File: config.mk
export PLATFORM = sky130hd
export DESIGN_NAME = wnhl_and_group
export DESIGN_NICKNAME = d
export VERILOG_FILES = /design/src/assert_macros.svh /design/src/wnhl_pkg.sv /design/src/wnhl_and_group.sv
export SDC_FILE = /design/constraint.sdc
export NUM_CORES = 1
export LEC_CHECK = 0
export ABC_AREA = 1
export BUFFER_PORTS_ARGS = -buffer_cell sky130_fd_sc_hd__buf_2
export CAP_MARGIN = 10
export CORE_AREA = 4 4 41 43
export DETAILED_ROUTE_END_ITERATION = 16
export DIE_AREA = 0 0 45 47
export SETUP_SLACK_MARGIN = 0.15
export SLEW_MARGIN = 20
export SYNTH_ARGS = -nofsm -noshare
export SYNTH_HDL_FRONTEND = slang
export SYNTH_SLANG_ARGS = --single-unit
File: constraint.sdc
create_clock -name aclk -period 0.8 [get_ports aclk]
set_input_delay 0 -clock aclk [delete_from_list [all_inputs] [get_ports aclk]]
set_output_delay 0 -clock aclk [all_outputs]
set_load 0.02 [all_outputs]
File: src/assert_macros.svh
// ---------------------------------------------------------------------------
// assert_macros.svh
// Concurrent assertion macros shared by the detector RTL.
// ---------------------------------------------------------------------------
`ifndef ASSERT_MACROS_SVH
`define ASSERT_MACROS_SVH

`ifndef SYNTHESIS

// Property that must hold at every clock edge outside reset.
`define WNHL_ASSERT(lbl, clk, rstn, prop, msg) \
    lbl: assert property (@(posedge clk) disable iff (!(rstn)) (prop)) else $error(msg);

// Condition that must never be true outside reset.
`define WNHL_NEVER(lbl, clk, rstn, cond, msg) \
    lbl: assert property (@(posedge clk) disable iff (!(rstn)) !(cond)) else $error(msg);

`else

`define WNHL_ASSERT(lbl, clk, rstn, prop, msg)
`define WNHL_NEVER(lbl, clk, rstn, cond, msg)

`endif

`endif

File: src/wnhl_pkg.sv
// ---------------------------------------------------------------------------
// wnhl_pkg
// Shared widths, verdict codes and types of the window high/low detector.
// ---------------------------------------------------------------------------
`default_nettype none

package wnhl_pkg;

    localparam int PRICE_W    = 32;
    localparam int DATE_W     = 20;
    localparam int TOL_W      = 16;
    localparam int GROUP_SIZE = 16;

    typedef logic [PRICE_W-1:0] price_t;
    typedef logic [DATE_W-1:0]  date_t;
    typedef logic [TOL_W-1:0]   tol_t;
    typedef logic [1:0]         verdict_t;

    localparam verdict_t VERDICT_NEITHER  = 2'd0;
    localparam verdict_t VERDICT_LOW      = 2'd1;
    localparam verdict_t VERDICT_HIGH     = 2'd2;
    localparam verdict_t VERDICT_NOT_FULL = 2'd3;

    // Per-cell or per-group comparison outcome.
    typedef struct packed {
        logic low;   // close + tolerance <= stored price
        logic high;  // stored price + tolerance <= close
    } cmp_flags_t;

endpackage

`default_nettype wire

File: src/wnhl_and_group.sv
// ---------------------------------------------------------------------------
// wnhl_and_group
// Registered AND of the low and high flags of one group of cells.
// ---------------------------------------------------------------------------
`default_nettype none

module wnhl_and_group
    import wnhl_pkg::*;
#(
    parameter int WIDTH = 16
) (
    input  wire logic             aclk,
    input  wire logic             load,
    input  wire logic [WIDTH-1:0] low_vec,
    input  wire logic [WIDTH-1:0] high_vec,
    output cmp_flags_t            all_flags
);

    cmp_flags_t all_reg;

    always_ff @(posedge aclk) begin
        if (load) begin
            all_reg.low  <= &low_vec;
            all_reg.high <= &high_vec;
        end
    end

    assign all_flags = all_reg;

endmodule

`default_nettype wire

Word-level counts from Yosys, hierarchy flattened
Cells that the tools add are included.

cells by class
  reduce and logical (&&, ||, !) cells = 2

operators with widths
  operator            count
  $reduce_and A16 Y1  2

storage, ports and cells
  output and inout port bits = 2
  input port bits = 34
  flip-flop bits (word level) = 2

Logic depth before layout (Yosys ltp)
  depth after elaboration = 1
  mapped depth = 4
  depth with buffers taken out = 4

Worst setup path after synthesis
No wires, ideal clock.

  path type = register -> output
  start point = reg all_reg (netlist bit all_flags[0])
  end point = out all_flags[0] (netlist bit)
  slack = 0.351 ns
  stages on the path, launching flop included = 1
  data arrival time = 0.449 ns
  cell sequence = edfxtp_1

RTL lines
  element          RTL line              RTL
  start, declared  wnhl_and_group.sv:19  cmp_flags_t all_reg;
  end, declared    wnhl_and_group.sv:16  output cmp_flags_t all_flags

No word-level cell between the ends.

Worst setup path in the final report
  start point = reg all_reg (netlist bit all_flags[0])
  end point = out all_flags[0] (netlist bit)

No word-level cell between the ends.

==> run metrics <==
fillers 153; min cycle time layout 0.724 ns; RSZ-0062 raised after global routing true; Yosys cell types 3; H-Tree Level Count 1; Ys Warns 0; Fmax 1.38 GHz; largest net degree at the start of global routing 3; final setup margin 0.0764 ns; initial antenna violation count 0; worst hold path class primary input to flop; DRC 0; setup violators final 0; Post-synth top cells nand2_1, nor2_1, edfxtp_1; outcome finished with violations; worst hold slack -0.00277 ns; CTS tree built; worst path arrival time 0.72 ns; failing checks negative hold slack; fin nets 106; Die ar. 0.00212 mm²; ANT cells 0; crit path kind flop to primary output; cell row count 13; post-synthesis sequential area ratio 34.8%; Primary FF master, synth edfxtp_1; # clock sinks 2; vias in the first global route 307; Final Routed Wirelength 646 µm; Post-synth EDFFs 2; total global routing overflow 0; WP depth 1; Worst setup EP type primary output; top cell type's share of synthesized area 43.5%; critical path's largest stage delay 0.34 ns; clock root cell clkbuf_4; top cells by area, synth nand2_1, edfxtp_1, nor2_1; Final TNS setup 0 ns; fin crit share 90.5%; detailed-route via count 312; P_leak 0.218 nW; DRT iter0 DRCs 3; Syn-to-layout area delta 125%; Seq cells post-synth 2; crit path max fanout 1; Multi-input gate area 113 µm²; pre-CTS WS 0.256 ns; Hold Fails Final Rpt 2; final antenna-violating net count 0; Net Count, Synth 66; GRT Util Overall 7.11%; global-route wire length before repair 979 µm; Worst-path clk slew 0.03 ns; Final Max Slew Viols 0; DR vias/cell 3.67; # port buffers 35; most frequent cell after synthesis nand2_1; Post-CTS Setup Repair Bufs 0; Crit-path slowest cell edfxtp_1; share of flip-flops with an asynchronous set or reset 0%; Ports 36; syn_area_per_cell 5.40 µm²; CP delay by family, top flip-flops; Max-slew headroom 92.7%; routability cong. 0.582; post-CTS resize count 0; P per Cell Area 1180 mW/mm²; post-route cell area 389 µm²; Die Y 47 µm; DP Area 367 µm²; WL per Instance 7.60 µm; TritonRoute pass-1 iters 4; CP startpoint kind flop; Synth Instances 32; CTS Buf Count 3; Peak VDD IR 0.306 mV; Crit path required time 0.80 ns; Synth area leader nand2_1; Initial Utilization 13.3%; CP endpoint all_flags[0]; clock buffer depth 2; layout cell share with drive strength beyond 1 54.3%; Cell Chain, Critical Path buf_2; final core utilization 29.9%; Final Power 0.459 mW; Least-Margin Pin Slew 0.110 ns; max reg flops 2; Placed Cells incl. Taps 82; total of max-cap violations 0; core area 0.00130 mm²; Final Non-Filler Cells 85; die width 45 µm; Setup crit start all_flags[0]$_DFFE_PP_; Reg area 60.1 µm²; cell area after synthesis 173 µm²; Critical path buffers and inverters 1
==> final cells by class <==
cell class,instances,area share [%]
clock buffer,3,5.79
sequential,2,15.4
timing repair buffer,35,45.0
tap,15,4.82
multi-input combinational,30,28.9
==> report_power, final <==
group	switching (mW)	total, mW	internal [mW]
Combinational	0.0416	0.112	0.0700
Sequential	0.000835	0.122	0.121
Clock	0.0601	0.226	0.166
==> layout by cell type, fill, tap and decap left out <==
| cell | count |
|---|---|
| clkbuf_4 | 3 |
| edfxtp_1 | 2 |
| nand2_1 | 20 |
| buf_2 | 35 |
| nor2_1 | 10 |
==> per-layer routing <==
layer	vias up	track usage [%]	routed length [µm]
met5	-	0	0
met4	0	5.26	0
met3	0	6.13	66
met2	12	11.6	365
met1	126	5.47	214
li1	174	-	-
==> kinds of logic after synthesis <==
group and share of synthesized area, %:
flip-flops 34.8, AND/OR/NAND/NOR 65.2
==> how the worst min path moves through the flow <==
stage	from	endpoint	slack, ns	depth (start not counted)
finish	load	all_flags[0]$_DFFE_PP_	-0.003	1
global route	load	all_flags[1]$_DFFE_PP_	-0.008	1
CTS	load	all_flags[0]$_DFFE_PP_	-0.009	1
detailed placement	load	all_flags[0]$_DFFE_PP_	0.23	1
global placement	load	all_flags[0]$_DFFE_PP_	0.23	1
floorplan	load	all_flags[0]$_DFFE_PP_	0.11	0
Power figures use the tool's default switching activity.
