===== config.mk =====
export PLATFORM = sky130hd
export DESIGN_NAME = wnhl_cell
export DESIGN_NICKNAME = d
export VERILOG_FILES = /design/src/assert_macros.svh /design/src/wnhl_pkg.sv /design/src/wnhl_cell.sv
export SDC_FILE = /design/constraint.sdc
export NUM_CORES = 1
export LEC_CHECK = 0
export ABC_AREA = 1
export BUFFER_PORTS_ARGS = -buffer_cell sky130_fd_sc_hd__buf_2
export CORE_MARGIN = 2
export CORE_UTILIZATION = 35
export CTS_CLUSTER_SIZE = 28
export DETAILED_ROUTE_END_ITERATION = 8
export PLACE_DENSITY = 0.57
export SETUP_SLACK_MARGIN = 0.3
export SYNTH_ARGS = -nofsm -noshare
export SYNTH_HDL_FRONTEND = slang
export SYNTH_SLANG_ARGS = --single-unit
export TNS_END_PERCENT = 1

===== constraint.sdc =====
create_clock -name aclk -period 4.4 [get_ports aclk]
set_clock_uncertainty 0.2 [all_clocks]
set_input_delay 0.88 -clock aclk [delete_from_list [all_inputs] [get_ports aclk]]
set_output_delay 0.88 -clock aclk [all_outputs]
set_load 0.005 [all_outputs]

===== src/assert_macros.svh =====
// ---------------------------------------------------------------------------
// assert_macros.svh
// Concurrent assertion macros shared by the detector RTL.
// ---------------------------------------------------------------------------
`ifndef ASSERT_MACROS_SVH
`define ASSERT_MACROS_SVH

`ifndef SYNTHESIS

// Property that must hold at every clock edge outside reset.
`define WNHL_ASSERT(lbl, clk, rstn, prop, msg) \
    lbl: assert property (@(posedge clk) disable iff (!(rstn)) (prop)) else $error(msg);

// Condition that must never be true outside reset.
`define WNHL_NEVER(lbl, clk, rstn, cond, msg) \
    lbl: assert property (@(posedge clk) disable iff (!(rstn)) !(cond)) else $error(msg);

`else

`define WNHL_ASSERT(lbl, clk, rstn, prop, msg)
`define WNHL_NEVER(lbl, clk, rstn, cond, msg)

`endif

`endif


===== src/wnhl_pkg.sv =====
// ---------------------------------------------------------------------------
// wnhl_pkg
// Shared widths, verdict codes and types of the window high/low detector.
// ---------------------------------------------------------------------------
`default_nettype none

package wnhl_pkg;

    localparam int PRICE_W    = 32;
    localparam int DATE_W     = 20;
    localparam int TOL_W      = 16;
    localparam int GROUP_SIZE = 16;

    typedef logic [PRICE_W-1:0] price_t;
    typedef logic [DATE_W-1:0]  date_t;
    typedef logic [TOL_W-1:0]   tol_t;
    typedef logic [1:0]         verdict_t;

    localparam verdict_t VERDICT_NEITHER  = 2'd0;
    localparam verdict_t VERDICT_LOW      = 2'd1;
    localparam verdict_t VERDICT_HIGH     = 2'd2;
    localparam verdict_t VERDICT_NOT_FULL = 2'd3;

    // Per-cell or per-group comparison outcome.
    typedef struct packed {
        logic low;   // close + tolerance <= stored price
        logic high;  // stored price + tolerance <= close
    } cmp_flags_t;

endpackage

`default_nettype wire


===== src/wnhl_cell.sv =====
// ---------------------------------------------------------------------------
// wnhl_cell
// One window slot: holds a price, compares it against the broadcast close
// and hands its price to the next slot when a word is accepted.
// ---------------------------------------------------------------------------
`default_nettype none

module wnhl_cell
    import wnhl_pkg::*;
(
    input  wire logic       aclk,
    input  wire logic       shift_en,
    input  wire price_t     price_in,
    input  wire price_t     close_price,
    input  wire tol_t       tolerance,
    output price_t          price_out,
    output cmp_flags_t      flags
);

    price_t     price_reg;
    cmp_flags_t flags_reg;
    cmp_flags_t flags_next;

    logic [PRICE_W:0] close_plus_tol;
    logic [PRICE_W:0] price_plus_tol;

    // Sums carry one extra bit so they never wrap.
    always_comb begin
        close_plus_tol   = {1'b0, close_price} + {{(PRICE_W + 1 - TOL_W){1'b0}}, tolerance};
        price_plus_tol   = {1'b0, price_reg} + {{(PRICE_W + 1 - TOL_W){1'b0}}, tolerance};
        flags_next.low   = ({1'b0, price_reg} >= close_plus_tol);
        flags_next.high  = (price_plus_tol <= {1'b0, close_price});
    end

    always_ff @(posedge aclk) begin
        if (shift_en) begin
            price_reg <= price_in;
            flags_reg <= flags_next;
        end
    end

    assign price_out = price_reg;
    assign flags     = flags_reg;

endmodule

`default_nettype wire


After elaboration in Yosys (flattened, before gate mapping)
Cells that the tools add are included.
{ "totals": {"output_inout_bits": 34, "in_bits": 82, "register_bits": 34, "elab_cells": 7} }
{ "classes": {"order_cmp": 2, "add_sub_neg": 2} }
{ "op_table": {"columns": ["operator", "n"], "rows": [
  ["adder 32 x 16 -> 33 bit", 2],
  [">= comparator 32 x 33 -> 1 bit", 1],
  ["<= comparator 33 x 32 -> 1 bit", 1]
]} }

Depth between registers and ports, before layout
Gate-level depths: netlist of the first run.
{ "logic_depth": {"depth_word": 2, "depth_mapped": 23} }

Worst setup path after synthesis of the first run
No wires, ideal clock.
{ "synth_path": {"kind": "input to register", "start": "input tolerance[0]", "end": "register flags_reg (netlist bit flags[0]) (data pin)", "path_buffers": 0, "arrival_ns": 3.211, "cell_stages": 20, "setup_time_ns": 0.253, "t_required_ns": 3.947, "setup_slack_ns": 0.736, "cell_sequence": "ha_1 inv_1 fa_1 o21ai_2 nand2_1 nand2_2 a21oi_1 o21bai_1 xor2_1 ha_1 nand2_1 nor2_1 nor3b_1 nand3_1 nand3_1 nand2_1 nand2_1 nand2_1 nand2_1 nand2_1"} }
{ "synth_rtl": {"columns": ["item", "line", "rtl"], "rows": [
  ["start: declaration", "wnhl_cell.sv:15", "input wire tol_t tolerance,"],
  ["end signal: assignment", "wnhl_cell.sv:38", "flags_reg <= flags_next;"],
  ["end: declaration", "wnhl_cell.sv:21", "cmp_flags_t flags_reg;"]
]} }

==> results.toml, run 1 <==
[logic_synthesis]
synth_top_area_share_pct = 22.4
ys_seq_area_share_pct = 19.1
ys_types = 42
synth_most_common_cell = "nand2_1"
synthesis.nets = 935
synthMuxAreaShare_pct = 0
synth_top_family_by_area = "simple AND/OR/NAND/NOR gates"
ys_ff_latch = 34
synth_async_sr_flop_share_pct = 0
syn-mean-instance-area_um2 = 7.09
yosys-top-cells-area = "ha_1, edfxtp_1, nand2_1"
ys_top_cells_by_count = "nand2_1, inv_1, ha_1"
synth_edf_count = 34
synth_top_area_cell = "ha_1"
synthSimpleGateAreaFrac_pct = 29.2
synth_flop_cell = "edfxtp_1"
yosys.area_share.adder_pct = 23.2
synth-warning-count = 0
synthesis.area_um2 = 5360
synth-xor-area-share_pct = 8.67
synth_compound_area_share_pct = 11.9
syn_inst = 755

[clock_tree]
post_cts_buffers = 0
cts_max_level = 2
ctsHoldBuffers = 0
root_buffer = "clkbuf_16"
clk_pin_slew_ns = 0.07
cts_made_buffers = 5
clockBufferDepth = 2
clk_latency_ns = 0.30
ctsResizeCount = 0
cts_tree = "done"
clock-sinks = 34

[pwr]
p_clk_share_pct = 29.5
p_sw_w = 0.000665
seqPwrFrac_pct = 25.8
vdd_drop_max_uv = 213
switching_share_pct = 39.7
leakage_nw = 3.32
p_per_area_nw_per_um2 = 263
p_comb_share_pct = 44.7
p_int_w = 0.00101

[detailed_routing]
vias_per_cell = 5.02
drtAntennaViolNets = 0
route.final.wire_length_um = 16900
dr.first_iter.drc_count = 327
drt_drc_violations_left = 0
wl_per_cell_um = 15.9
vias = 5348
dr.pass1.iters = 5

[setup_path]
cp.arrival_ns = 3.71
reg2reg_to = "flags[0]"
r2r_setup_slack_ns = 0.85
crit_start = "close_price[0]"
cp_max_fo = 4
worstPathRequired_ns = 4.26
path_class = "in -> reg"
worstSetupStartpointType = "primary input"
r2r_cells = 18
rr_startpoint = "price_out[15]"
endpoint_kind = "flip-flop"

[worst_hold_path]
hold_depth = 1
hold_path.class = "in -> reg"
hp-start = "price_in[30]"
hold_path_end = "price_out[30]"

[die]
core_area_um2 = 15100
die_h_um = 128
dieArea_um2 = 16300
io_pins = 116
num_rows = 45
die_width_um = 128
start_util_pct = 35.5

[grt]
use_met2_pct = 34.4
grt_pass1_vias = 5169
gr-total-overflow = 0
grt_max_degree = 35
grt_pass1_wl_um = 26800
antenna_found_initial = 0
met3_usage_pct = 4.51
top_usage_layer = "met2"
grt_use_met1_pct = 29.2
track_usage_pct = 21.5

[layout]
diodes = 0
largest_register_ffs = 32
final_cells = 1066
nNetsFinal = 1057
design_area_um2 = 6360
drive_gt1_share_pct = 18.5
fillers = 1639
area_growth_pct = 18.8

[timing]
fmax_ghz = 0.260
period_share_pct = 87.5
fin_crit_ns = 3.85
slew_headroom_pct = 43.4
hold_viol_final = 0
slew_violations = 0
worst_slack_ns = 0.548
tns_ns = 0
worst_pin_slew_ns = 0.849
rsz0062_at_grt = "no"
fin_hold_ws_ns = 0.546
setup_viol = 0

[placement]
io_buffers = 115
hpwl_um = 14600
gp_congestion = 0.984
place_area_um2 = 6170
dp_slack_ns = 0.255
dp.cells = 1058

[run]
maxCapViolations = 0

[run_status]
status = "complete, no violations"
[cell type report]
cell class / instances / area [um^2] / area share, %
clock inverter: 3 / 68.8 / 1.08
clock buffer: 5 / 125 / 1.97
sequential: 34 / 1020 / 16.0
tap: 188 / 235 / 3.70
timing repair buffer: 115 / 576 / 9.04
multi-input combinational: 607 / 3910 / 61.5
inverter: 114 / 428 / 6.72
[layout by cell type, fill, tap and decap left out, types with 4 or more instances in the layout]
cell       netlist  final
nor2_2           4      4
a31oi_1          4      4
a21oi_2          4      4
xor2_1          36     36
ha_1            96     96
o21ai_0         20     20
nand4_1         15     15
inv_1          111    111
xnor2_1         17     17
nor4_1           7      7
o21ai_1          4      4
buf_2            0    115
nand3b_1         5      5
nor2_1          52     52
clkbuf_16        0      5
nor3_2           4      4
a21o_1           4      4
nand2_2          9      9
nor3_1          13     13
nand3_1         33     33
edfxtp_1        34     34
nand3_2          4      4
nand2_1        186    186
a21oi_1         59     59
[cell families after synthesis]
family | after synthesis
xor+xnor | 53
compound gates | 111
fa+ha+maj | 98
buf+inv | 114
simple gates | 345
flops | 34
[routing by layer]
layer | part of all wire, % | wire length, um | vias to the layer above
met4 | 2.4 | 404 | 0
met1 | 48 | 8030 | 2374
met3 | 6.4 | 1080 | 28
met5 | 0 | 0 | -
li1 | - | - | 2773
met2 | 44 | 7390 | 173
[how the worst max path moves through the flow]
stage                to  slack [ns]
4_1_cts        flags[1]        0.56
6_report       flags[1]        0.55
3_3_place_gp   flags[0]        0.30
5_1_grt        flags[0]        0.31
2_1_floorplan  flags[0]        0.74
3_5_place_dp   flags[1]        0.25
[critical path, cell delays in order]
cell and delay (ns):
buf_2 0.11, ha_1 0.25, fa_1 0.42, nand3_1 0.10, nand3_1 0.14, nand2_1 0.10
nand2_1 0.09, nand2_1 0.07, nand2_1 0.10, nand4_1 0.08, o21ai_0 0.13, xor2_1 0.28
ha_1 0.30, a21oi_1 0.12, o21ai_0 0.08, nand3_1 0.09, nand4_1 0.09, nand2_1 0.07
inv_1 0.04, nor2_1 0.09, nand2_1 0.06
[metrics by stage]
step | utilization, % | power (W)
2_1_floorplan | - | 0.000931
3_3_place_gp | 40.9 | 0.00118
4_1_cts | 42.2 | 0.00168
6_report | 42.2 | 0.00167
5_1_grt | 42.2 | 0.00181
3_5_place_dp | 40.9 | 0.00118
[power groups by stage]
stage	logic [W]	registers (W)	clock network, W
after CTS	0.000746	0.000432	0.000503
final	0.000748	0.000432	0.000493
after global placement	0.000740	0.000439	0
after detailed placement	0.000740	0.000439	0
after global routing	0.000862	0.000437	0.000513
after floorplan	0.000510	0.000421	0
No activity file was read; power rests on OpenSTA's default activity.
==> inputs of run 2 (changes only) <==
Settings changed: CORE_ASPECT_RATIO from default to 1.1.
==> results.toml, run 2 (synthesis results as in run 1) <==
[detailed_routing]
drt_drc_violations_left = 0
vias_per_cell = 4.92
route.final.wire_length_um = 17200
dr.pass1.iters = 5
drtAntennaViolNets = 0
vias = 5282
dr.first_iter.drc_count = 348
wl_per_cell_um = 16.0

[layout]
final_util_pct = 42.6
nNetsFinal = 1057
fillers = 1623
layout_commonest_cell = "nand2_1"
area_growth_pct = 19.2
final_cell_mix = "nand2_1, buf_2, inv_1, ha_1, a21oi_1"
diodes = 0
drive_gt1_share_pct = 18.5
largest_register_ffs = 32

[clock_tree]
root_buffer = "clkbuf_16"
clk_pin_slew_ns = 0.07
cts_max_level = 2
clock-sinks = 34
clockBufferDepth = 2
cts_made_buffers = 5
post_cts_buffers = 0
clk_latency_ns = 0.30
cts_tree = "done"

[placement]
gp_congestion = 0.935
hpwl_um = 14900
io_buffers = 115

[grt]
track_usage_pct = 21.6
grt_pass1_wl_um = 26900
grt_max_degree = 35
antenna_found_initial = 0
gr-total-overflow = 0
grt_pass1_vias = 5230

[die]
start_util_pct = 35.7
die_width_um = 122
die_h_um = 134
core_area_um2 = 15000
num_rows = 47
io_pins = 116
dieArea_um2 = 16300

[timing]
hold_viol_final = 0
fmax_ghz = 0.260
fin_crit_ns = 3.85
worst_pin_slew_ns = 0.853
tns_ns = 0
period_share_pct = 87.5
setup_viol = 0
slew_headroom_pct = 43.1
slew_violations = 0
rsz0062_at_grt = "no"

[run_status]
status = "complete, no violations"

[worst_hold_path]
hold_path.class = "in -> reg"

[setup_path]
worst_path_largest_cell_delay_ns = 0.42
cp_cell_sequence = "buf_2 > ha_1 > fa_1 > nand3_1 > nand3_1 > nand2_1 > nand2_1 > nand2_1 > nand2_1 > nand4_1 > o21ai_0 > xor2_1 > ha_1 > a21oi_1 > o21ai_0 > nand3_1 > nand4_1 > nand2_1 > inv_1 > nor2_1 > nand2_1"
endpoint_kind = "flip-flop"
crit_buf_inv = 2
path_class = "in -> reg"
cpMostUsedCell = "nand2_1"
cp_max_fo = 4
worstSetupStartpointType = "primary input"
cp.arrival_ns = 3.71
cp_slowest_cell = "fa_1"
cpLargestDelayFamily = "simple AND/OR/NAND/NOR gates"
worstPathRequired_ns = 4.26

[pwr]
p_per_area_nw_per_um2 = 263
vdd_drop_max_uv = 126
leakage_nw = 3.32

[run]
maxCapViolations = 0
==> run 2: final timing paths <==
check	to	depth (start not counted)	slack, ns	startpoint
max reg2reg	flags[0]	18	0.84	price_out[15]
min reg2reg	flags[0]	5	0.77	price_out[31]
min	price_out[30]	1	0.55	price_in[30]
max	flags[1]	21	0.55	close_price[0]
==> run 2: per-layer routing <==
metal	vias to the layer above	routed length [um]	share of wire [%]	global-route usage, %
met4	0	343	2.0	5.94
met3	22	849	4.9	2.40
met1	2361	8040	47	29.6
li1	2774	-	-	-
met5	-	0	0	0
met2	125	7950	46	35.7
==> run 2: layout make-up <==
type / instances / area, um^2 / area share, %
Clock inverter: 3 / 68.8 / 1.08
Inverter: 114 / 428 / 6.70
Timing Repair Buffer: 115 / 576 / 9.02
Multi-Input combinational cell: 607 / 3920 / 61.4
Tap cell: 196 / 245 / 3.84
Sequential cell: 34 / 1020 / 16.0
Clock buffer: 5 / 125 / 1.96
==> run 2: repair_timing <==
action	4_1_cts	5_1_grt
gates resized for setup	0	2
setup endpoints to repair	0	1
hold buffers	0	0
==> run 2: power by group <==
part           internal, W  switching, W
Sequential        0.000389     0.0000430
Combinational     0.000292      0.000459
Clock             0.000326      0.000166
Total              0.00101      0.000669
==> run 2: worst reg2reg max path: stages, from the launching register on <==
cell and delay, ns:
edfxtp_1 0.51, ha_1 0.41, nand2_1 0.12, nor2_1 0.14, nor2b_2 0.27, nand4_1 0.24
nand3_2 0.16, and2_4 0.17, nand2_1 0.05, nand2_1 0.06, nand2_1 0.05, ha_1 0.29
inv_1 0.04, nor2_1 0.17, inv_1 0.09, o211ai_1 0.19, inv_1 0.06, nand2_1 0.06
nand2_1 0.04
==> run 2: per-stage QoR <==
step / setup WS [ns] / total power, W / hold slack (ns) / instance area, um^2 / instances
2_1_floorplan: 0.736 / 0.000931 / 0.649 / 5360 / 755
3_3_place_gp: 0.274 / 0.00119 / 0.748 / 6180 / 1066
3_5_place_dp: 0.226 / 0.00118 / 0.760 / 6180 / 1066
4_1_cts: 0.552 / 0.00169 / 0.538 / 6370 / 1074
5_1_grt: 0.305 / 0.00181 / 0.546 / 6380 / 1074
6_report: 0.549 / 0.00168 / 0.546 / 6380 / 1074
==> inputs of run 3 (changes only) <==
Settings changed: ABC_AREA 1 to default, PLACE_DENSITY 0.57 to 0.58.
==> results.toml, run 3 <==
[clock_tree]
clk_latency_ns = 0.29
cts_max_level = 2
cts_made_buffers = 5
clock-sinks = 34
cts_tree = "done"
clockBufferDepth = 2
clk_pin_slew_ns = 0.06
root_buffer = "clkbuf_16"

[layout]
drive_gt1_share_pct = 35.4
diodes = 0
area_growth_pct = 42.2
nNetsFinal = 907
layout_commonest_cell = "buf_2"
final_cells = 889
largest_register_ffs = 32
final_cell_mix = "buf_2, ha_1, buf_4, a21oi_1, inv_1"

[die]
die_h_um = 125
io_pins = 116
core_area_um2 = 13000
start_util_pct = 35.4
die_width_um = 114
num_rows = 44
dieArea_um2 = 14100

[logic_synthesis]
synth_async_sr_flop_share_pct = 0
synth_most_common_cell = "ha_1"
syn-mean-instance-area_um2 = 8.86
ys_top_cells_by_count = "ha_1, a21oi_1, inv_1"
syn_inst = 522
yosys-top-cells-area = "ha_1, edfxtp_1, xnor2_1"
ys_ff_latch = 34
synth_edf_count = 34
synthesis.area_um2 = 4620
synth_flop_cell = "edfxtp_1"
synth_top_area_cell = "ha_1"
ys_types = 53
synthesis.nets = 702
ys_seq_area_share_pct = 22.1
synth-warning-count = 0
synth_top_area_share_pct = 26.0

[grt]
track_usage_pct = 20.0
gr-total-overflow = 0
grt_pass1_wl_um = 22700
grt_max_degree = 35
antenna_found_initial = 0
grt_pass1_vias = 4690

[setup_path]
r2r_cells = 19
cp_slowest_cell = "o41ai_4"
endpoint_kind = "flip-flop"
cp_cell_sequence = "buf_8 > ha_4 > a211oi_2 > o21a_1 > or2_4 > o41ai_4 > a221o_2 > buf_6 > nand4_1 > xnor2_1 > ha_1 > nand4_1 > nor4_2 > buf_4 > nand2_4 > o2111ai_2 > a211oi_2 > a31oi_1"
worstSetupStartpointType = "primary input"
cp.arrival_ns = 4.28
worstPathRequired_ns = 4.32
cp_max_fo = 6
path_class = "in -> reg"
worst_path_largest_cell_delay_ns = 0.40

[timing]
fin_crit_ns = 4.35
setup_viol = 0
slew_violations = 0
fin_hold_ws_ns = 0.562
slew_headroom_pct = 44.2
fmax_ghz = 0.230
tns_ns = 0
hold_viol_final = 0
worst_slack_ns = 0.0452
rsz0062_at_grt = "yes"
worst_pin_slew_ns = 0.837
period_share_pct = 99.0

[detailed_routing]
vias = 4776
route.final.wire_length_um = 14600
dr.pass1.iters = 5
drtAntennaViolNets = 0
dr.first_iter.drc_count = 265
wl_per_cell_um = 16.4
drt_drc_violations_left = 0
vias_per_cell = 5.37

[run_status]
status = "complete, no violations"

[placement]
hpwl_um = 11900
io_buffers = 115
dp_slack_ns = -0.314
gp_congestion = 0.943
dp.cells = 873

[pwr]
finalPower_w = 0.00174
vdd_drop_max_uv = 209
p_per_area_nw_per_um2 = 265
leakage_nw = 3.23

[run]
maxCapViolations = 0

[worst_hold_path]
hold_path.class = "in -> reg"
hold_depth = 1
run 3: cell types whose count changed in the layout (fill, tap and decap cells not counted), sizes merged, moves of 7 or more:
| cell | previous run | this run |
|---|---|---|
| xor2 | 36 | 23 |
| a21oi | 63 | 46 |
| buf | 115 | 202 |
| inv | 114 | 42 |
| nand3 | 37 | 27 |
| nor2 | 58 | 29 |
| nand2 | 196 | 30 |
| a21o | 4 | 31 |
| nor3 | 17 | 6 |
| nor2b | 1 | 8 |
| xnor2 | 17 | 35 |
run 3: metrics by stage:
step	instance area, um^2	utilization, %
final	6580	50.4
after global routing	6580	50.4
after global placement	6010	46.1
after CTS	6310	48.4
after floorplan	4660	-
after detailed placement	6010	46.1
run 3: critical path, delay by kind of cell:
kind	cells	cell delay, ns
XOR/XNOR	1	0.14
adder cells (fa/ha/maj)	2	0.56
AO/OA/AOI/OAI	7	1.41
buffers and inverters	3	0.41
AND/OR/NAND/NOR	5	0.86
run 3: logic make-up after synthesis:
| logic type | after synthesis | share of synthesized area [%] |
|---|---|---|
| xor gates and xnor gates | 58 | 11.0 |
| buffers and inverters | 46 | 3.73 |
| adders and majority gates | 98 | 26.8 |
| and+or+nand+nor | 142 | 15.8 |
| DFF | 34 | 22.1 |
| AOI/OAI and AO/OA | 144 | 20.6 |
run 3: metal layers:
layer | vias up | part of all wire (%) | track usage [%] | routed length, um
met4 | 0 | 2.7 | 6.46 | 387
met2 | 154 | 50 | 35.6 | 7220
li1 | 2362 | - | - | -
met5 | - | 0 | 0 | 0
met3 | 23 | 5.9 | 2.53 | 853
met1 | 2237 | 42 | 24.9 | 6110
run 3: power by group:
| part | total, W | internal, W | switching, W |
|---|---|---|---|
| Clock | 0.000469 | 0.000326 | 0.000144 |
| Sequential | 0.000427 | 0.000389 | 0.0000376 |
| Combinational | 0.000845 | 0.000417 | 0.000428 |
| Total | 0.00174 | 0.00113 | 0.000609 |
run 3: worst paths after layout:
| kind | slack, ns | start | end |
|---|---|---|---|
| min | 0.56 | price_in[4] | price_out[4] |
| min reg2reg | 0.64 | price_out[31] | flags[0] |
| max reg2reg | 0.36 | price_out[0] | flags[0] |
| max | 0.05 | close_price[1] | flags[1] |
run 3: cell type report:
cell class / count / area (um^2)
Timing Repair Buffer: 202 / 1290
Tap cell: 161 / 201
Fill cell: 1209 / 6470
Inverter: 42 / 158
Clock inverter: 3 / 68.8
Sequential cell: 34 / 1020
Clock buffer: 5 / 125
Multi-Input combinational cell: 442 / 3710
run 3: timing repair:
action                                  4_1_cts  5_1_grt
endpoints found under the setup margin        2        2
pin swaps                                    11       34
setup buffers                                 1        7
gates resized for setup                      18       45
endpoints found under the hold margin         0        0
cloned                                        0        0
hold buffers                                  0        0
